--- config.mk ---
export PLATFORM = sky130hd
export DESIGN_NAME = pulse_duration_classifier_top
export DESIGN_NICKNAME = d
export VERILOG_FILES = /design/src/pdc_pkg.sv /design/src/pdc_table.sv /design/src/pdc_engine.sv /design/src/pulse_duration_classifier_top.sv
export SDC_FILE = /design/constraint.sdc
export NUM_CORES = 1
export LEC_CHECK = 0
export ABC_AREA = 0
export BUFFER_PORTS_ARGS = -buffer_cell sky130_fd_sc_hd__buf_2
export CELL_PAD_IN_SITES_DETAIL_PLACEMENT = 0
export CELL_PAD_IN_SITES_GLOBAL_PLACEMENT = 1
export CORE_MARGIN = 8
export CORE_UTILIZATION = 52
export CTS_CLUSTER_DIAMETER = 80
export DETAILED_ROUTE_END_ITERATION = 12
export GPL_ROUTABILITY_DRIVEN = 0
export PLACE_DENSITY = 0.77
export SLEW_MARGIN = 15
export SYNTH_ARGS = -nofsm -noshare
export SYNTH_HDL_FRONTEND = slang
export SYNTH_SLANG_ARGS = --single-unit
--- constraint.sdc ---
create_clock -name clock -period 6.55 [get_ports clock]
set_input_delay 0.3275 -clock clock [delete_from_list [all_inputs] [get_ports clock]]
set_output_delay 0.3275 -clock clock [all_outputs]
set_load 0.02 [all_outputs]
--- src/pdc_pkg.sv ---
// shared types, codes and constants for the pulse duration classifier
`default_nettype none

package pdc_pkg;

   localparam int TABLE_DEPTH_DEF = 16;

   localparam int DURATION_W  = 16;
   localparam int ENTRY_W     = 15;
   localparam int TOL_W       = 15;
   localparam int MIN_W       = 5;
   localparam int INDEX_OUT_W = 4;
   localparam int COUNT_OUT_W = 5;
   localparam int CSR_INDEX_W = 1;
   localparam int CSR_DATA_W  = 15;

   localparam logic [TOL_W-1:0] TOLERANCE_RESET   = TOL_W'(50);
   localparam logic [MIN_W-1:0] MIN_ENTRIES_RESET = MIN_W'(4);

   typedef enum logic [1:0] {
      ACTION_CLEAR  = 2'd0,
      ACTION_APPEND = 2'd1,
      ACTION_QUERY  = 2'd2
   } action_type;

   typedef enum logic [1:0] {
      STATUS_DONE    = 2'd0,
      STATUS_MATCH   = 2'd1,
      STATUS_NOMATCH = 2'd2,
      STATUS_FULL    = 2'd3
   } status_type;

   typedef enum logic [CSR_INDEX_W-1:0] {
      CSR_MATCH_TOLERANCE     = 1'd0,
      CSR_NEAREST_MIN_ENTRIES = 1'd1
   } csr_index_type;

   typedef enum logic [1:0] {
      PDC_IDLE,
      PDC_SCAN,
      PDC_REPLY
   } state_type;

   typedef struct packed {
      logic [1:0]                   action;
      logic signed [DURATION_W-1:0] pulse_duration;
   } req_type;

   typedef struct packed {
      logic [1:0]             status;
      logic [INDEX_OUT_W-1:0] match_index;
      logic [COUNT_OUT_W-1:0] entry_count;
   } rsp_type;

   typedef struct packed {
      logic [TOL_W-1:0] match_tolerance;
      logic [MIN_W-1:0] nearest_min_entries;
   } cfg_type;

endpackage : pdc_pkg

`default_nettype wire

--- src/pdc_table.sv ---
// reference duration memory, one write and one registered read port
`default_nettype none

module pdc_table #(
   parameter int TABLE_DEPTH = pdc_pkg::TABLE_DEPTH_DEF
) (
   input  wire logic                             clock,
   input  wire logic                             wr_en,
   input  wire logic [$clog2(TABLE_DEPTH)-1:0]   wr_addr,
   input  wire logic [pdc_pkg::ENTRY_W-1:0]      wr_data,
   input  wire logic [$clog2(TABLE_DEPTH)-1:0]   rd_addr,
   output logic      [pdc_pkg::ENTRY_W-1:0]      rd_data
);
   import pdc_pkg::*;

   logic [ENTRY_W-1:0] mem [TABLE_DEPTH];
   logic [ENTRY_W-1:0] rd_data_ff;

   always_ff @(posedge clock) begin
      if (wr_en) begin
         mem[wr_addr] <= wr_data;
      end
      rd_data_ff <= mem[rd_addr];
   end

   assign rd_data = rd_data_ff;

endmodule : pdc_table

`default_nettype wire

--- src/pdc_engine.sv ---
// sequencer and shared difference/compare unit that scans the table
`default_nettype none

module pdc_engine #(
   parameter int TABLE_DEPTH = pdc_pkg::TABLE_DEPTH_DEF
) (
   input  wire logic                             clock,
   input  wire logic                             reset,
   input  wire logic                             req_fire,
   input  wire pdc_pkg::req_type                 req,
   input  wire pdc_pkg::cfg_type                 cfg,
   input  wire logic                             slot_free,
   output logic                                  busy,
   output logic                                  done,
   output pdc_pkg::rsp_type                      result,
   output logic                                  wr_en,
   output logic      [$clog2(TABLE_DEPTH)-1:0]   wr_addr,
   output logic      [pdc_pkg::ENTRY_W-1:0]      wr_data,
   output logic      [$clog2(TABLE_DEPTH)-1:0]   rd_addr,
   input  wire logic [pdc_pkg::ENTRY_W-1:0]      rd_data
);
   import pdc_pkg::*;

   localparam int IDX_W = $clog2(TABLE_DEPTH);
   localparam int CNT_W = $clog2(TABLE_DEPTH + 1);
   localparam int CMP_W = (CNT_W > MIN_W) ? CNT_W : MIN_W;
   localparam int CO_W  = (CNT_W > COUNT_OUT_W) ? CNT_W : COUNT_OUT_W;
   localparam logic [CNT_W-1:0] DEPTH_CNT = CNT_W'(TABLE_DEPTH);

   state_type                state_ff, state_in;
   logic [CNT_W-1:0]         count_ff, count_in;
   logic [DURATION_W-1:0]    mag_ff, mag_in;
   logic [IDX_W-1:0]         idx_ff, idx_in;
   logic [DURATION_W-1:0]    best_ff, best_in;
   logic [IDX_W-1:0]         best_idx_ff, best_idx_in;
   status_type               status_ff, status_in;
   logic [IDX_W-1:0]         index_ff, index_in;

   logic [DURATION_W-1:0]    req_mag;
   logic [DURATION_W-1:0]    entry_ext;
   logic [DURATION_W-1:0]    diff;
   logic                     last_entry;
   logic                     min_ok;

   // magnitude of the signed duration, 0..32768
   assign req_mag = req.pulse_duration[DURATION_W-1]
                    ? (~req.pulse_duration + DURATION_W'(1))
                    : req.pulse_duration;

   // shared difference unit
   assign entry_ext  = {1'b0, rd_data};
   assign diff       = (entry_ext >= mag_ff) ? (entry_ext - mag_ff) : (mag_ff - entry_ext);
   assign last_entry = (CNT_W'(idx_ff) + CNT_W'(1)) == count_ff;
   assign min_ok     = CMP_W'(count_ff) >= CMP_W'(cfg.nearest_min_entries);

   always_ff @(posedge clock) begin
      if (reset) begin
         state_ff <= PDC_IDLE;
         count_ff <= '0;
      end else begin
         state_ff <= state_in;
         count_ff <= count_in;
      end
      mag_ff      <= mag_in;
      idx_ff      <= idx_in;
      best_ff     <= best_in;
      best_idx_ff <= best_idx_in;
      status_ff   <= status_in;
      index_ff    <= index_in;
   end

   always_comb begin
      state_in    = state_ff;
      count_in    = count_ff;
      mag_in      = mag_ff;
      idx_in      = idx_ff;
      best_in     = best_ff;
      best_idx_in = best_idx_ff;
      status_in   = status_ff;
      index_in    = index_ff;
      wr_en       = 1'b0;
      wr_addr     = count_ff[IDX_W-1:0];
      wr_data     = req_mag[DURATION_W-1] ? {ENTRY_W{1'b1}} : req_mag[ENTRY_W-1:0];
      rd_addr     = '0;
      busy        = (state_ff != PDC_IDLE);
      done        = 1'b0;

      case (state_ff)
         PDC_IDLE: begin
            if (req_fire) begin
               status_in = STATUS_DONE;
               index_in  = '0;
               state_in  = PDC_REPLY;
               case (req.action)
                  ACTION_CLEAR: begin
                     count_in = '0;
                  end
                  ACTION_APPEND: begin
                     if (count_ff >= DEPTH_CNT) begin
                        status_in = STATUS_FULL;
                     end else begin
                        wr_en    = 1'b1;
                        count_in = count_ff + CNT_W'(1);
                     end
                  end
                  ACTION_QUERY: begin
                     mag_in = req_mag;
                     idx_in = '0;
                     if (count_ff == '0) begin
                        status_in = STATUS_NOMATCH;
                     end else begin
                        state_in = PDC_SCAN;
                     end
                  end
                  default: begin
                     status_in = STATUS_DONE;
                  end
               endcase
            end
         end
         PDC_SCAN: begin
            // fetch the next entry while comparing the current one
            rd_addr = idx_ff + IDX_W'(1);
            if (diff <= DURATION_W'(cfg.match_tolerance)) begin
               status_in = STATUS_MATCH;
               index_in  = idx_ff;
               state_in  = PDC_REPLY;
            end else begin
               if ((idx_ff == '0) || (diff < best_ff)) begin
                  best_in     = diff;
                  best_idx_in = idx_ff;
               end
               if (last_entry) begin
                  state_in = PDC_REPLY;
                  if (min_ok) begin
                     status_in = STATUS_MATCH;
                     index_in  = ((idx_ff == '0) || (diff < best_ff)) ? idx_ff : best_idx_ff;
                  end else begin
                     status_in = STATUS_NOMATCH;
                  end
               end else begin
                  idx_in = idx_ff + IDX_W'(1);
               end
            end
         end
         PDC_REPLY: begin
            done = 1'b1;
            if (slot_free) begin
               state_in = PDC_IDLE;
            end
         end
         default: begin
            state_in = PDC_IDLE;
         end
      endcase
   end

   assign result.status      = status_ff;
   assign result.match_index = INDEX_OUT_W'(index_ff);
   assign result.entry_count = COUNT_OUT_W'(CO_W'(count_ff));

endmodule : pdc_engine

`default_nettype wire

--- src/pulse_duration_classifier_top.sv ---
// top level of the pulse duration classifier: handshakes, csrs, output register
// clear and append pass through the reply state into the output register;
//   a query scans the entries in order and stops early at the first one within tolerance
// one request at a time, taken only when the sequencer is back in idle; the scan
//   reads one entry per cycle through one compare unit; a stalled response holds off requests
// reset: synchronous, active high; empties the table, restores tolerance 50 and minimum 4
`default_nettype none

module pulse_duration_classifier_top #(
   parameter int TABLE_DEPTH = pdc_pkg::TABLE_DEPTH_DEF
) (
   input  wire logic                                clock,
   input  wire logic                                reset,
   // request channel
   input  wire logic                                req_valid,
   output logic                                     req_stall,
   input  wire pdc_pkg::req_type                    req_data,
   // response channel
   output logic                                     rsp_valid,
   input  wire logic                                rsp_stall,
   output pdc_pkg::rsp_type                         rsp_data,
   // csr write port
   input  wire logic                                csr_we,
   input  wire logic [pdc_pkg::CSR_INDEX_W-1:0]     csr_index,
   input  wire logic [pdc_pkg::CSR_DATA_W-1:0]      csr_wdata
);
   import pdc_pkg::*;

   localparam int IDX_W = $clog2(TABLE_DEPTH);

   cfg_type              cfg_ff, cfg_in;
   logic                 rsp_valid_ff, rsp_valid_in;
   rsp_type              rsp_ff, rsp_in;

   logic                 req_fire;
   logic                 busy;
   logic                 done;
   logic                 slot_free;
   rsp_type              result;

   logic                 wr_en;
   logic [IDX_W-1:0]     wr_addr;
   logic [ENTRY_W-1:0]   wr_data;
   logic [IDX_W-1:0]     rd_addr;
   logic [ENTRY_W-1:0]   rd_data;

   // a request is taken only while the sequencer is idle
   assign req_stall = busy;
   assign req_fire  = req_valid && !req_stall;

   // output register frees up when empty or when its response is taken
   assign slot_free = !rsp_valid_ff || !rsp_stall;

   // csr writes
   always_comb begin
      cfg_in = cfg_ff;
      if (csr_we) begin
         case (csr_index)
            CSR_MATCH_TOLERANCE: begin
               cfg_in.match_tolerance = csr_wdata[TOL_W-1:0];
            end
            CSR_NEAREST_MIN_ENTRIES: begin
               cfg_in.nearest_min_entries = csr_wdata[MIN_W-1:0];
            end
            default: begin
               cfg_in = cfg_ff;
            end
         endcase
      end
   end

   // response register
   always_comb begin
      rsp_valid_in = rsp_valid_ff;
      rsp_in       = rsp_ff;
      if (rsp_valid_ff && !rsp_stall) begin
         rsp_valid_in = 1'b0;
      end
      if (done && slot_free) begin
         rsp_valid_in = 1'b1;
         rsp_in       = result;
      end
   end

   always_ff @(posedge clock) begin
      if (reset) begin
         cfg_ff.match_tolerance     <= TOLERANCE_RESET;
         cfg_ff.nearest_min_entries <= MIN_ENTRIES_RESET;
         rsp_valid_ff               <= 1'b0;
      end else begin
         cfg_ff       <= cfg_in;
         rsp_valid_ff <= rsp_valid_in;
      end
      rsp_ff <= rsp_in;
   end

   assign rsp_valid = rsp_valid_ff;
   assign rsp_data  = rsp_ff;

   // scan sequencer with the shared compare unit
   pdc_engine #(
      .TABLE_DEPTH (TABLE_DEPTH)
   ) u_engine (
      .clock     (clock),
      .reset     (reset),
      .req_fire  (req_fire),
      .req       (req_data),
      .cfg       (cfg_ff),
      .slot_free (slot_free),
      .busy      (busy),
      .done      (done),
      .result    (result),
      .wr_en     (wr_en),
      .wr_addr   (wr_addr),
      .wr_data   (wr_data),
      .rd_addr   (rd_addr),
      .rd_data   (rd_data)
   );

   // reference duration storage
   pdc_table #(
      .TABLE_DEPTH (TABLE_DEPTH)
   ) u_table (
      .clock   (clock),
      .wr_en   (wr_en),
      .wr_addr (wr_addr),
      .wr_data (wr_data),
      .rd_addr (rd_addr),
      .rd_data (rd_data)
   );

endmodule : pulse_duration_classifier_top

`default_nettype wire

# Word level (Yosys, flattened, before mapping)
# Memory sizes are Yosys's and may differ from the RTL's. A register that Yosys moved wholly into a read port is not among the register bits.
# Cells that the tools add are included.
[totals]
inputBits = 39
n_memories = 1
ram_bits = 240
regBits = 85
output_inout_bits = 13
wordCells = 109
[classes]
n_mux = 41
reduce_logical = 26
bitwise_logic = 3
eq_ne = 13
order_cmp = 5
add_sub_neg = 6
[memory_table]
columns = ["memory", "words", "width", "rd", "rd_ports_with_merged_regs", "write_ports", "line", "source"]
rows = [
  ["u_table.mem", 16, 15, 1, 1, 1, "pdc_table.sv:16", "logic [ENTRY_W-1:0] mem [TABLE_DEPTH];"],
]
[op_table]
columns = ["operator", "n"]
rows = [
  ["$mux 4", 10],
  ["$mux 16", 2],
  ["$mux 2", 12],
  ["$add 16x2->16 const B", 1],
  ["$ge 15x16->1", 1],
  ["$le 16x15->1", 1],
  ["$lt 16x16->1", 1],
  ["$not 16->16", 1],
  ["$pmux 4 s2", 2],
  ["$sub 15x16->16", 1],
  ["$sub 16x15->16", 1],
  ["$mux 15", 1],
  ["$ne 2x2->1 const B", 6],
  ["$reduce_and 3->1", 4],
  ["$pmux 5 s2", 1],
  ["$mux 1", 9],
  ["$pmux 2 s2", 2],
  ["$reduce_and 4->1", 2],
  ["$reduce_bool 2->1", 4],
  ["$ne 3x1->1 const B", 2],
  ["$pmux 2 s3", 1],
  ["$reduce_and 2->1", 3],
  ["$add 4x1->5 const B", 1],
  ["$add 5x1->5 const B", 1],
  ["15 further kinds", 24],
]

# Logic depth before layout (Yosys ltp)
[depth]
depth_word = 9
mapped_depth = 24
ltp_nobuf = 23

# Hierarchy
# From an unflattened synthesis, not the netlist that was laid out.
[hier_totals]
cells_unflattened = 1129
area_unflattened_um2 = 16090.4
[by_module_without_submodules]
columns = ["mod", "area_each_um2", "cells_each", "seq_area_each_um2", "n_inst"]
rows = [
  ["pdc_table", 9446.6, 406, 7507.2, 1],
  ["pdc_engine", 5335.1, 620, 1521.5, 1],
  ["pulse_duration_classifier_top", 1308.8, 103, 750.7, 1],
]

# Worst setup path before layout
# No wires, ideal clock.
[synth_timing]
path_type = "reg-to-reg"
startpoint = "register u_table.rd_data_ff[0], in the netlist u_table.rd_data[0] (read register of u_table.mem)"
endpoint = "register u_engine.best_ff[0] (enable)"
period_less_slack_ns = 4.778
setup_ns = 0.388
n_path_buf = 0
slack_ns = 1.772
arrival_time_ns = 4.390
required_time_ns = 6.162
stages_incl_launch_ff = 22
path_cell_list = "dfxtp_1 > inv_1 > ha_1 > inv_1 > fa_1 > a211oi_1 > o211ai_1 > nand2_1 > a211oi_4 > or3_1 > o31ai_4 > o221ai_2 > a21oi_2 > xnor2_1 > ha_1 > a21o_1 > a21o_1 > a21oi_1 > o21a_1 > o31a_1 > nor2_1 > nor2_1"
[synth_between]
elab_chain_len = 5
word_cells_on_any_way = 9
cone_classes = "add/sub: 2; order compare: 3; mux: 1; bitwise: 1; reduce/logical: 2"
[synth_lines]
columns = ["element", "line", "source"]
rows = [
  ["start: declaration", "pdc_table.sv:17", "logic [ENTRY_W-1:0] rd_data_ff;"],
  ["$sub 16x15->16, or another cell as far along", "pdc_engine.sv:52", "assign diff = (entry_ext >= mag_ff) ? (entry_ext - mag_ff) : (mag_ff - entry_ext);"],
  ["$mux 16 *", "pdc_engine.sv:52", ""],
  ["named net u_engine.diff[13]", "pdc_engine.sv:41", "logic [DURATION_W-1:0] diff;"],
  ["$lt 16x16->1 or $le 16x15->1 (tied branches)", "pdc_engine.sv:129, pdc_engine.sv:124", ""],
  ["$logic_or 1x1->1 or $not 1->1 (tied branches)", "-", ""],
  ["$reduce_and 3->1 (no source line) *", "-", ""],
  ["end signal: assignment", "pdc_engine.sv:66", "best_ff <= best_in;"],
  ["end: declaration", "pdc_engine.sv:34", "logic [DURATION_W-1:0] best_ff, best_in;"],
]
# The timed path passes the listed nets; every way through them passes the cells marked *.
# A chain may end at the register's enable or synchronous reset.

# Worst setup path in the final report
[layout_timing]
startpoint = "register u_table.rd_data_ff[0], in the netlist u_table.rd_data[0] (read register of u_table.mem)"
endpoint = "register u_engine.index_ff[1] (enable)"
[layout_between]
elab_chain_len = 5
word_cells_on_any_way = 8
cone_classes = "add/sub: 2; order compare: 2; eq/ne: 2; mux: 1; reduce/logical: 1"
[layout_lines]
columns = ["element", "line", "source"]
rows = [
  ["$sub 16x15->16, or another cell as far along", "pdc_engine.sv:52", ""],
  ["$mux 16 *", "pdc_engine.sv:52", ""],
  ["named net u_engine.diff[9]", "pdc_engine.sv:41", ""],
  ["$le 16x15->1 *", "pdc_engine.sv:124", "if (diff <= DURATION_W'(cfg.match_tolerance)) begin"],
  ["$ne 3x1->1 (no source line)", "-", ""],
  ["$reduce_and 4->1 (no source line) *", "-", ""],
  ["end signal: assignment", "pdc_engine.sv:69", "index_ff <= index_in;"],
  ["end: declaration", "pdc_engine.sv:37", "logic [IDX_W-1:0] index_ff, index_in;"],
]
# Marked as above.

==> out/qor.yml <==
cts:
  path_clk_slew_ns: 0.06
  cts_root_buffer: "clkbuf_16"
  cts_buffer_depth: 3
  cts_resized: 0
  tritoncts.num_buffers: 38
  cts.sink_count: 340
  htreeDepth: 2
  clock_latency_ns: 0.54
  cts_tree: "built"
  post_cts_buffers: 0
global_route:
  grt-busiest-layer: "met2"
  grt_first_pass_wirelength_mm: 55.6
  use_met1: 0.252
  grt_use_met3: 0.0263
  grtUsageTotal: 0.195
  grt_pass1_vias: 10000
  grt_max_degree: 76
  overflow: 0
  gr-usage-met2: 0.330
  antenna_found_initial: 0
synth:
  synthMuxAreaShare: 0.0560
  yosys.area_share.simple: 0.0821
  async_flop_share: 0
  synth_nets: 1372
  synth_top_family_by_area: "compound AO/OA/AOI/OAI gates"
  synth_compound_area_frac: 0.127
  synthAdderAreaFrac: 0.0615
  syn_inst: 1256
  ys_ff_latch: 340
  yosys_most_used_dff: "edfxtp_1"
  yosysWarningCount: 0
  syn_area_per_cell_um2: 12.7
  ys_seq_area_frac: 0.615
  syn-cell-area_mm2: 0.0159
  synth_cell_type_count: 71
  synth_edf_count: 297
  synthXorXnorAreaFrac: 0.0192
die:
  start_util: 0.524
  die_h_um: 191
  fp.dieW_um: 191
  io_pins: 52
  fp.coreArea_mm2: 0.0303
  die_area_mm2: 0.0364
  placementRows: 64
pwr:
  p_comb_frac: 0.086
  irDropWorstVdd_uv: 242
  p_sw_mw: 1.16
  p_clk_frac: 0.436
  powerDensity_mw_per_mm2: 284
  intPower_mw: 3.93
  p_leak_nw: 6.63
  total_power_mw: 5.09
  swShare: 0.228
  p_seq_frac: 0.478
sta:
  finalHoldViolations: 0
  period_minus_slack_ns: 5.43
  maxSlewViolCount: 0
  fin_skew_ns: 0.0283
  grt_setup_unrepaired: "no"
  hold_slack_ns: 0.0283
  fin_crit_sh: 0.829
  tns_ns: 0
  relSlewSlack: 0.257
  tightest_slew_ns: 1.11
  setup_ws_ns: 1.12
  fmax_mhz: 184
  setup_viol: 0
min_path:
  hold_class: "in2reg"
  min-delay-start: "csr_wdata[1]"
route:
  dr.pass1.iters: 4
  remaining_drc_errors: 0
  drt.antenna.violating_nets: 0
  drt-vias-per-instance: 5.79
  drt_iter0_markers: 654
  avgRoutedWirePerCell_um: 20.6
  vias: 10000
  routed_wl_mm: 35.7
worst_setup_path:
  startpoint: "u_table.rd_data[0]$_DFF_P_"
  critical_path_class: "reg2reg"
  crit_fanout: 24
  crit_path_end_kind: "flop"
  cp_data_required_time_ns: 6.75
  r2r_start: "u_table.rd_data[0]$_DFF_P_"
  crit_arrival_ns: 5.62
  startpoint_type: "flop"
final_layout:
  layout-drive-gt1-share: 0.141
  synthToLayoutAreaGrowth_pct: 12.7
  antenna-diode-count: 0
  fin_nets: 1423
  final_util: 0.591
job:
  max_cap_viol_count: 0
placement:
  dp_hpwl_mm: 23.2
  post-place-ws_ns: 1.11
  port-buffer-count: 51
status:
  status: "finished, final reports clean"
cell type report:
cell class              instances  area, µm²
flip-flops and latches        340       9780
well taps                     396        495
multi-input cells             762       5560
inverters                      91        342
clock buffers                  43        970
fillers                      2459      12400
repair buffers                 74        430
clock inverters                27        353
per-layer routing:
layer	up-vias	wire length (µm)
met4	0	1150
li1	4782	-
met2	251	17300
met1	4923	15600
met3	70	1620
met5	-	0
sequential cells by signal, summed over array words and instances (netlist names):
name and flops:
u_engine.status_ff 2, u_engine.best_idx_ff 4, u_engine.state_ff 2, u_engine.idx_ff 4, u_engine.index_ff 4, u_table.mem 240, u_engine.count_ff 5, u_engine.mag_ff 16
cfg_ff 20, rsp_valid 1, u_table.rd_data 15, u_engine.best_ff 16, rsp_data 11
metrics by stage:
stage | instance area, µm² | std cells
5_1_grt | 17900 | 1733
3_3_place_gp | 16600 | 1662
6_report | 17900 | 1733
4_1_cts | 17900 | 1733
3_5_place_dp | 16600 | 1662
2_1_floorplan | 15900 | 1256
timing repair:
action / CTS / global route
hold endpoints to repair: 1 / 0
hold buffers: 1 / 0
endpoints found under the setup margin: 0 / 0
power groups by stage:
stage | clock network (mW) | registers, mW | logic, mW
finish | 2.22 | 2.43 | 0.439
global placement | 0 | 2.47 | 0.432
floorplan | 0 | 2.48 | 0.302
global route | 2.33 | 2.43 | 0.492
detailed placement | 0 | 2.48 | 0.441
CTS | 2.26 | 2.43 | 0.443
worst max-delay path, stage by stage, from the launching register on:
cell and delay (ns):
dfxtp_1 0.31, inv_1 0.05, ha_1 0.15, inv_1 0.07, fa_1 0.45, a211oi_1 0.34, o211ai_1 0.15, nand2_1 0.15
a211oi_4 0.10, nor2_4 0.53, o31ai_4 0.16, o221ai_2 0.31, xor2_1 0.30, ha_1 0.30, a21oi_1 0.15, nor2_1 0.06
a2111oi_0 0.35, o21ai_0 0.17, o221ai_1 0.23, o311ai_2 0.28, nand2_1 0.17, a21oi_1 0.05, nor2_1 0.27
placed cells by master (no fill, tap or decap), types with 4 or more instances in the layout:
cell,n
clkinv_1,9
a31oi_1,12
and3_1,16
a21o_1,16
buf_4,22
mux2_2,22
inv_1,90
buf_2,51
ha_1,74
nor3_4,4
o211ai_1,13
clkinv_2,5
or3_1,4
mux4_2,15
nand2b_1,25
nand2_1,106
nor3_1,5
a211oi_1,15
o22ai_1,16
o31ai_1,5
o21ai_0,64
o21bai_1,11
clkbuf_16,38
nor2b_1,7
and2_1,10
nand3_1,16
o221ai_1,32
mux2i_1,29
nor2_1,54
clkbuf_1,5
a211o_1,4
o21a_1,4
bufinv_16,7
dfxtp_1,43
xnor2_1,20
a21oi_1,95
nand4_1,11
edfxtp_1,297
xor2_1,13
cells in the mapped netlist (15+ instances only):
library cell	n	area [µm²]
mux4_2	15	338
edfxtp_1	297	8920
o22ai_1	16	100
nand2_1	106	398
clkbuf_1	42	158
dfxtp_1	43	861
and3_1	16	100
nand2b_1	26	163
nand3_1	16	80.1
mux2i_1	29	290
o221ai_1	32	280
a211oi_1	15	113
ha_1	75	938
a21o_1	16	120
o21ai_0	64	320
inv_1	90	338
nor2_1	54	203
mux2_2	22	248
a21oi_1	95	475
xnor2_1	20	175
cell families (layout without fill, tap and decap cells):
kind of cell / Yosys count / after routing
flip-flops: 340 / 340
AO/OA/AOI/OAI: 311 / 311
AND/OR/NAND/NOR: 273 / 273
buffers and inverters: 154 / 235
adder cells (fa/ha/maj): 77 / 77
multiplexers: 67 / 67
XOR/XNOR: 34 / 34
final timing paths:
check | end | slack (ns) | cells past startpoint
setup reg to reg | u_engine.index_ff[1]$_SDFFCE_PN0P_ | 1.12 | 22
hold / removal | cfg_ff[6]$_SDFFE_PP1P_ | 0.03 | 2
hold reg to reg | rsp_data[7]$_DFFE_PP_ | 0.42 | 0
setup / recovery | u_engine.index_ff[1]$_SDFFCE_PN0P_ | 1.12 | 22
No activity file was read; power rests on OpenSTA's default activity.
